[src/hw/rtl/ousk_pkg.sv]
// ----------------------------------------------------------------------------
// ousk_pkg
// Types and codes shared by the ordered unique key set unit and its cells.
// ----------------------------------------------------------------------------
package ousk_pkg;

   localparam int REQ_KEY_W = 32;
   localparam int RSP_KEY_W = 32;
   localparam int RSP_CNT_W = 5;

   typedef enum logic [1:0] {
      REQ_ADD      = 2'd0,
      REQ_REMOVE   = 2'd1,
      REQ_CONTAINS = 2'd2,
      REQ_DUMP     = 2'd3
   } req_kind_type;

   typedef enum logic [1:0] {
      ST_IDLE   = 2'd0,
      ST_SEARCH = 2'd1,
      ST_UPDATE = 2'd2,
      ST_DUMP   = 2'd3
   } state_type;

   typedef struct packed {
      logic [1:0]           req_type;
      logic [REQ_KEY_W-1:0] key;
   } req_beat_type;

   typedef struct packed {
      logic                 hit;
      logic                 full_refused;
      logic [RSP_CNT_W-1:0] entry_count;
      logic [RSP_KEY_W-1:0] entry_key;
      logic                 entry_valid;
      logic                 last;
   } rsp_beat_type;

   typedef struct packed {
      logic search;
      logic append;
      logic shift;
   } cell_ctl_type;

endpackage

[src/hw/rtl/ordered_unique_key_set_unit.sv]
// ----------------------------------------------------------------------------
// ordered_unique_key_set_unit
// Fixed-capacity set of distinct keys kept in insertion order in a chain of
// cells; add, remove, contains and an in-order dump of all keys.
// ----------------------------------------------------------------------------
// add, remove, contains: the cells register a match in the search state, and
//   the update state loads the response once the response register is free
// one request at a time, taken only in idle; a dump emits one key per cycle
//   while the response side accepts, stored-count beats (one beat when empty)
// reset: synchronous, clears the count and control; stored keys need no reset
// ----------------------------------------------------------------------------
module ordered_unique_key_set_unit
   import ousk_pkg::*;
#(
   parameter int CAPACITY  = 16,
   parameter int KEY_WIDTH = 32
) (
   input  logic         clock,
   input  logic         reset,
   input  logic         req_valid,
   output logic         req_ready,
   input  req_beat_type req_payload,
   output logic         rsp_valid,
   input  logic         rsp_ready,
   output rsp_beat_type rsp_payload
);

   localparam int CNT_W = $clog2(CAPACITY + 1);
   localparam int IDX_W = (CAPACITY > 1) ? $clog2(CAPACITY) : 1;
   localparam int IN_W  = (KEY_WIDTH < REQ_KEY_W) ? KEY_WIDTH : REQ_KEY_W;
   localparam int OUT_W = (KEY_WIDTH < RSP_KEY_W) ? KEY_WIDTH : RSP_KEY_W;

   state_type            state_ff, state_in;
   logic [1:0]           kind_ff;
   logic [KEY_WIDTH-1:0] key_ff;
   logic [CNT_W-1:0]     count_ff, count_in;
   logic [IDX_W-1:0]     dump_idx_ff, dump_idx_in;
   logic                 rsp_valid_ff;
   rsp_beat_type         rsp_ff, rsp_in;
   logic                 rsp_load;

   cell_ctl_type         ctl;
   logic [KEY_WIDTH-1:0] cell_key [CAPACITY];
   logic [CAPACITY-1:0]  match_vec;
   logic [CAPACITY:0]    carry;

   logic req_fire, slot_free, any_hit, is_full, dump_last;

   assign req_ready = (state_ff == ST_IDLE);
   assign req_fire  = req_valid && req_ready;
   assign slot_free = !rsp_valid_ff || rsp_ready;
   assign any_hit   = |match_vec;
   assign is_full   = (count_ff == CNT_W'(CAPACITY));
   assign dump_last = (count_ff == '0) ||
                      ((CNT_W'(dump_idx_ff) + CNT_W'(1)) == count_ff);

   // key chain
   assign carry[0] = 1'b0;
   for (genvar i = 0; i < CAPACITY; i++) begin : g_cell
      logic [KEY_WIDTH-1:0] nbr_key;
      if (i + 1 < CAPACITY) begin : g_mid
         assign nbr_key = cell_key[i+1];
      end else begin : g_end
         assign nbr_key = '0;
      end
      ousk_cell #(
         .KEY_WIDTH (KEY_WIDTH),
         .CNT_W     (CNT_W),
         .IDX       (i)
      ) u_cell (
         .clock      (clock),
         .ctl        (ctl),
         .search_key (key_ff),
         .count      (count_ff),
         .next_key   (nbr_key),
         .carry_in   (carry[i]),
         .key_q      (cell_key[i]),
         .match_q    (match_vec[i]),
         .carry_out  (carry[i+1])
      );
   end

   // next state
   always_comb begin
      state_in = state_ff;
      case (state_ff)
         ST_IDLE: begin
            if (req_fire) begin
               state_in = (req_payload.req_type == REQ_DUMP) ? ST_DUMP : ST_SEARCH;
            end
         end
         ST_SEARCH: state_in = ST_UPDATE;
         ST_UPDATE: begin
            if (slot_free) state_in = ST_IDLE;
         end
         ST_DUMP: begin
            if (slot_free && dump_last) state_in = ST_IDLE;
         end
         default: state_in = ST_IDLE;
      endcase
   end

   // outputs and datapath control
   always_comb begin
      ctl         = '0;
      rsp_load    = 1'b0;
      rsp_in      = '0;
      count_in    = count_ff;
      dump_idx_in = dump_idx_ff;
      case (state_ff)
         ST_IDLE: begin
            dump_idx_in = '0;
         end
         ST_SEARCH: begin
            ctl.search = 1'b1;
         end
         ST_UPDATE: begin
            if (slot_free) begin
               rsp_load    = 1'b1;
               rsp_in.last = 1'b1;
               case (kind_ff)
                  REQ_ADD: begin
                     if (any_hit) begin
                        rsp_in.hit = 1'b1;
                     end else if (is_full) begin
                        rsp_in.full_refused = 1'b1;
                     end else begin
                        ctl.append = 1'b1;
                        count_in   = count_ff + CNT_W'(1);
                     end
                  end
                  REQ_REMOVE: begin
                     if (any_hit) begin
                        rsp_in.hit = 1'b1;
                        ctl.shift  = 1'b1;
                        count_in   = count_ff - CNT_W'(1);
                     end
                  end
                  default: rsp_in.hit = any_hit;
               endcase
               rsp_in.entry_count = RSP_CNT_W'(count_in);
            end
         end
         ST_DUMP: begin
            if (slot_free) begin
               rsp_load           = 1'b1;
               rsp_in.last        = dump_last;
               rsp_in.entry_count = RSP_CNT_W'(count_ff);
               if (count_ff != '0) begin
                  rsp_in.entry_valid = 1'b1;
                  rsp_in.entry_key   = RSP_KEY_W'(cell_key[dump_idx_ff][OUT_W-1:0]);
               end
               dump_idx_in = dump_idx_ff + IDX_W'(1);
            end
         end
         default: ;
      endcase
   end

   always_ff @(posedge clock) begin
      if (reset) begin
         state_ff     <= ST_IDLE;
         count_ff     <= '0;
         rsp_valid_ff <= 1'b0;
      end else begin
         state_ff <= state_in;
         count_ff <= count_in;
         if (rsp_load) begin
            rsp_valid_ff <= 1'b1;
         end else if (rsp_ready) begin
            rsp_valid_ff <= 1'b0;
         end
      end
   end

   always_ff @(posedge clock) begin
      dump_idx_ff <= dump_idx_in;
      if (req_fire) begin
         kind_ff <= req_payload.req_type;
         key_ff  <= KEY_WIDTH'(req_payload.key[IN_W-1:0]);
      end
      if (rsp_load) begin
         rsp_ff <= rsp_in;
      end
   end

   assign rsp_valid   = rsp_valid_ff;
   assign rsp_payload = rsp_ff;

   // checks
   a_count_bound: assert property (@(posedge clock) disable iff (reset)
      count_ff <= CNT_W'(CAPACITY))
      else $error("stored count beyond capacity");

   a_keys_distinct: assert property (@(posedge clock) disable iff (reset)
      (state_ff == ST_UPDATE) |-> $onehot0(match_vec))
      else $error("more than one cell matched a key");

   a_count_only_on_update: assert property (@(posedge clock) disable iff (reset)
      (!$past(reset) && ($past(state_ff) != ST_UPDATE)) |-> $stable(count_ff))
      else $error("count changed outside an update");

   a_dump_in_range: assert property (@(posedge clock) disable iff (reset)
      (rsp_load && rsp_in.entry_valid) |-> (CNT_W'(dump_idx_ff) < count_ff))
      else $error("dump read past the stored keys");

endmodule

[src/hw/rtl/ousk_cell.sv]
// ----------------------------------------------------------------------------
// ousk_cell
// One key chain slot: holds a key, compares it to the broadcast key, stores it
// when appended at count, and on a remove takes next_key at or past a match.
// ----------------------------------------------------------------------------
module ousk_cell
   import ousk_pkg::*;
#(
   parameter int KEY_WIDTH = 32,
   parameter int CNT_W     = 5,
   parameter int IDX       = 0
) (
   input  logic                 clock,
   input  cell_ctl_type         ctl,
   input  logic [KEY_WIDTH-1:0] search_key,
   input  logic [CNT_W-1:0]     count,
   input  logic [KEY_WIDTH-1:0] next_key,
   input  logic                 carry_in,
   output logic [KEY_WIDTH-1:0] key_q,
   output logic                 match_q,
   output logic                 carry_out
);

   logic [KEY_WIDTH-1:0] key_ff, key_in;
   logic                 match_ff, match_in;
   logic                 occupied;

   assign occupied  = CNT_W'(IDX) < count;
   assign carry_out = carry_in | match_ff;

   always_comb begin
      match_in = match_ff;
      if (ctl.search) begin
         match_in = occupied && (key_ff == search_key);
      end
   end

   always_comb begin
      key_in = key_ff;
      if (ctl.append && (CNT_W'(IDX) == count)) begin
         key_in = search_key;
      end else if (ctl.shift && carry_out) begin
         key_in = next_key;
      end
   end

   always_ff @(posedge clock) begin
      key_ff   <= key_in;
      match_ff <= match_in;
   end

   assign key_q   = key_ff;
   assign match_q = match_ff;

endmodule

[config.mk]
export PLATFORM = sky130hd
export DESIGN_NAME = ordered_unique_key_set_unit
export DESIGN_NICKNAME = d
export VERILOG_FILES = /design/src/hw/rtl/ousk_pkg.sv /design/src/hw/rtl/ordered_unique_key_set_unit.sv /design/src/hw/rtl/ousk_cell.sv
export SDC_FILE = /design/constraint.sdc
export NUM_CORES = 1
export LEC_CHECK = 0
export BUFFER_PORTS_ARGS = -buffer_cell sky130_fd_sc_hd__buf_2
export CAP_MARGIN = 20
export CORE_MARGIN = 2
export CORE_UTILIZATION = 30
export CTS_BUF_LIST = sky130_fd_sc_hd__clkbuf_8
export DETAILED_ROUTE_END_ITERATION = 8
export PLACE_DENSITY_LB_ADDON = 0.25
export SLEW_MARGIN = 20
export SYNTH_ARGS = -nofsm -noshare
export SYNTH_HDL_FRONTEND = slang
export SYNTH_HIERARCHICAL = 1
export SYNTH_SLANG_ARGS = --single-unit
export TNS_END_PERCENT = 20
[constraint.sdc]
create_clock -name clock -period 6.17 [get_ports clock]
set_input_delay 1.5425 -clock clock [delete_from_list [all_inputs] [get_ports clock]]
set_output_delay 1.5425 -clock clock [all_outputs]
set_load 0.01 [all_outputs]
==> flow_summary.yaml <==
outcome:
  outcome: "completed"
synthesis:
  yosys_register_bits: 615
  synthCells: 2336
  ys_types: 72
  postSynthAreaPerCell_sq_um: 16.0
  synth_top_family_by_area: "multiplexers"
  synth_area_sq_um: 37400
  yosysSeqAreaShare: 0.492
  synth_edf_count: 607
  yosys_warnings: 6
  muxShareOfSynthArea: 0.287
  synth_xor_area_frac: 0.121
  synth_compound_area_frac: 0.0107
  ys_async_sr_fraction: 0
  synth-simple-area-share: 0.0602
  synthAdderAreaFrac: 0.00100
  ys.flop_type: "edfxtp_1"
critical_path:
  crit_slowest_cell: "edfxtp_1"
  critPathBufInv: 1
  worst-setup-path-type: "reg2reg"
  critPathArrivalTime_ns: 6.36
  startpoint: "g_cell[0].u_cell/match_q$_DFFE_PP_"
  crit_fanout: 32
  critPathMostFrequentCell: "or2_2"
  rr_startpoint: "g_cell[0].u_cell/match_q$_DFFE_PP_"
  end_kind: "flip-flop"
  path_delay_family: "simple AND/OR/NAND/NOR gates"
  cpPeakStageDelay_ns: 0.39
  critPathLaunchType: "flip-flop"
  required_ns: 6.68
  cp_cell_sequence: "or2_2, or2_2, or2_2, or2_2, or2_2, or2_2, or2_2, or2_2, or2_2, or2_2, or2_2, or2_2, or2_2, or2_2, or2_2, or2_2, a21o_1, buf_12"
finish:
  nNetsFinal: 2593
  drive_gt1_frac: 0.391
  seq_area_sq_um: 18400
  fin_cells: 4287
  multi_input_area_sq_um: 18100
  syn2layout_area_growth_pct: 12.0
  final.fill_count: 12100
  final_core_util: 0.339
cts:
  numCtsBuffers: 113
  cts_tree: "yes"
  cts-root-buf: "clkbuf_8"
  clkTransAtPathRegs_ns: 0.07
  cts_max_path_buffers: 3
  clock-sinks: 615
  post_cts_buffers: 0
  cts_resized: 0
  h-tree-depth: 3
  worst_skew_pair.late_latency_ns: 0.81
  postCtsHoldBufs: 0
flow_run:
  drv_cap: 0
grt:
  use_met3: 0.0323
  use_met2: 0.290
  grt_start_max_net_pins: 131
  grt_use_total: 0.184
  grt_pass1_wl_um: 167000
  antenna_found_initial: 13
  overflow: 0
  grt_most_used_layer: "met2"
  met1_usage: 0.251
  grt_pass1_vias: 22900
drt:
  drtIter0Drc: 1781
  drcViolationCount: 0
  via_per_inst: 5.11
  wl_per_cell_um: 27.7
  totalWireLength_um: 119000
  ant_nets: 0
  drtPass1Iterations: 6
  vias: 21900
min_path:
  min_from: "g_cell[5].u_cell/key_q[10]$_DFFE_PP_"
  hp-class: "reg2reg"
die:
  placementRows: 129
  dieArea_sq_um: 127000
  ioPinCount: 81
  fp.coreArea_sq_um: 124000
  start_util: 0.302
  die_w_um: 357
  die_h_um: 357
power_and_ir_drop:
  ir_drop_mv: 0.169
  pwr_density_cell_nw_per_um2: 241
  p_leak_nw: 15.1
placement:
  gp_congestion: 0.921
  dpl.cell_count: 4074
  io_buffers: 80
  dp_hpwl_um: 89300
timing:
  tns_ns: 0
  hold_viol: 0
  tightest_slew_ns: 1.16
  fmax_mhz: 171
  setup_violations: 0
  fin_crit_ns: 5.85
  finalClockSkew_ns: 0.0542
  slew_viol_final: 0
  rsz0062_at_grt: "no"
  finalCritPeriodShare: 0.948
  slew_headroom: 0.221
  timing.hold.ws_ns: 0.593
[layout by cell type, fill, tap and decap left out, types with 5 or more instances in the layout]
master | synthesis | layout
clkinv_2 | 0 | 10
a21o_1 | 10 | 10
buf_2 | 7 | 80
or3_1 | 6 | 5
mux4_2 | 160 | 160
xnor2_1 | 117 | 117
diode_2 | 0 | 5
mux2_1 | 12 | 12
a21oi_1 | 9 | 9
nor4_2 | 5 | 5
inv_1 | 8 | 53
o21ai_0 | 10 | 10
nor4_1 | 106 | 106
edfxtp_1 | 607 | 607
clkinv_1 | 0 | 25
buf_12 | 15 | 6
nand3_1 | 25 | 25
buf_4 | 0 | 89
xor2_1 | 399 | 399
nor3_1 | 15 | 15
mux2_2 | 154 | 154
or2_2 | 17 | 17
mux2_4 | 348 | 348
and3_1 | 36 | 34
nand2_1 | 36 | 36
nor2_1 | 23 | 22
conb_1 | 1 | 33
dfxtp_1 | 8 | 5
clkbuf_8 | 0 | 117
nand4_1 | 43 | 43
[metal layers]
metal,vias to the layer above,wire length [um]
li1,9579,-
met1,11400,52800
met2,726,54300
met3,197,6720
met4,2,4930
met5,-,18
[sequential cells by signal (all words and copies together) (netlist names)]
name and flops:
key_ff 32, rsp_valid 1, kind_ff 2, count_ff 5, state_ff 2, rsp_payload 41
g_cell.u_cell/match_q 16, g_cell.u_cell/key_q 512, dump_idx_ff 4
[Yosys cell counts (9+ instances only)]
library cell	number	share of area
nand3_1	25	0.0033
edfxtp_1	607	0.49
or2_2	17	0.0028
mux2_2	154	0.046
nor4_1	106	0.018
clkbuf_1	25	0.0025
xor2_1	399	0.094
nor3_1	15	0.0020
nand4_1	43	0.0072
buf_12	15	0.0080
mux2_4	348	0.14
a21o_1	10	0.0020
nor2_1	23	0.0023
and3_1	36	0.0060
buf_6	48	0.014
xnor2_1	117	0.027
nand2_1	36	0.0036
buf_1	12	0.0012
mux4_2	160	0.096
mux2_1	12	0.0036
a21oi_1	9	0.0012
o21ai_0	10	0.0013
[worst register-to-register path: cells and delay by family (launching register included)]
| kind | cells | cell delay [ns] |
|---|---|---|
| DFF | 1 | 0.39 |
| AOI/OAI and AO/OA | 1 | 0.21 |
| and+or+nand+nor | 16 | 4.78 |
| buffers and inverters | 1 | 0.18 |
[worst paths after layout]
kind | to | slack [ns] | cells past startpoint
min reg2reg | g_cell[4].u_cell/key_q[10]$_DFFE_PP_ | 0.59 | 1
min | g_cell[4].u_cell/key_q[10]$_DFFE_PP_ | 0.59 | 1
max | g_cell[15].u_cell/key_q[28]$_DFFE_PP_ | 0.32 | 18
max reg2reg | g_cell[15].u_cell/key_q[28]$_DFFE_PP_ | 0.32 | 18
[cells by family (layout without fill, tap and decap cells)]
family,after synthesis,after routing
xor+xnor,516,516
simple gates,354,354
other cells,1,38
mux,677,677
buf+inv,115,392
flops,615,615
fa+ha+maj,3,3
compound gates,55,55
[per-stage QoR]
stage                     cell area [sq um]  total power [mW]  setup slack (ns)
after CTS                             41900              10.2             0.346
after detailed placement              39800              6.44             0.424
after global placement                39700              6.41             0.371
after global routing                  41900              10.4             0.196
final                                 41900              10.1             0.323
after floorplan                       37500              5.80             0.499
[area by class of cell]
type	count	area share
sequential	615	0.439
multi-input combinational	1638	0.432
tap	1637	0.0489
clock buffer	117	0.0385
timing repair buffer	176	0.0290
clock inverter	91	0.0115
inverter	8	0.000747
antenna	5	0.000299
[power by group]
group	internal, mW	switching, mW
combinational	0.595	0.947
clock	1.88	1.84
sequential	4.69	0.119
total	7.17	2.90
Note: power is estimated with default switching activity, not from simulation.
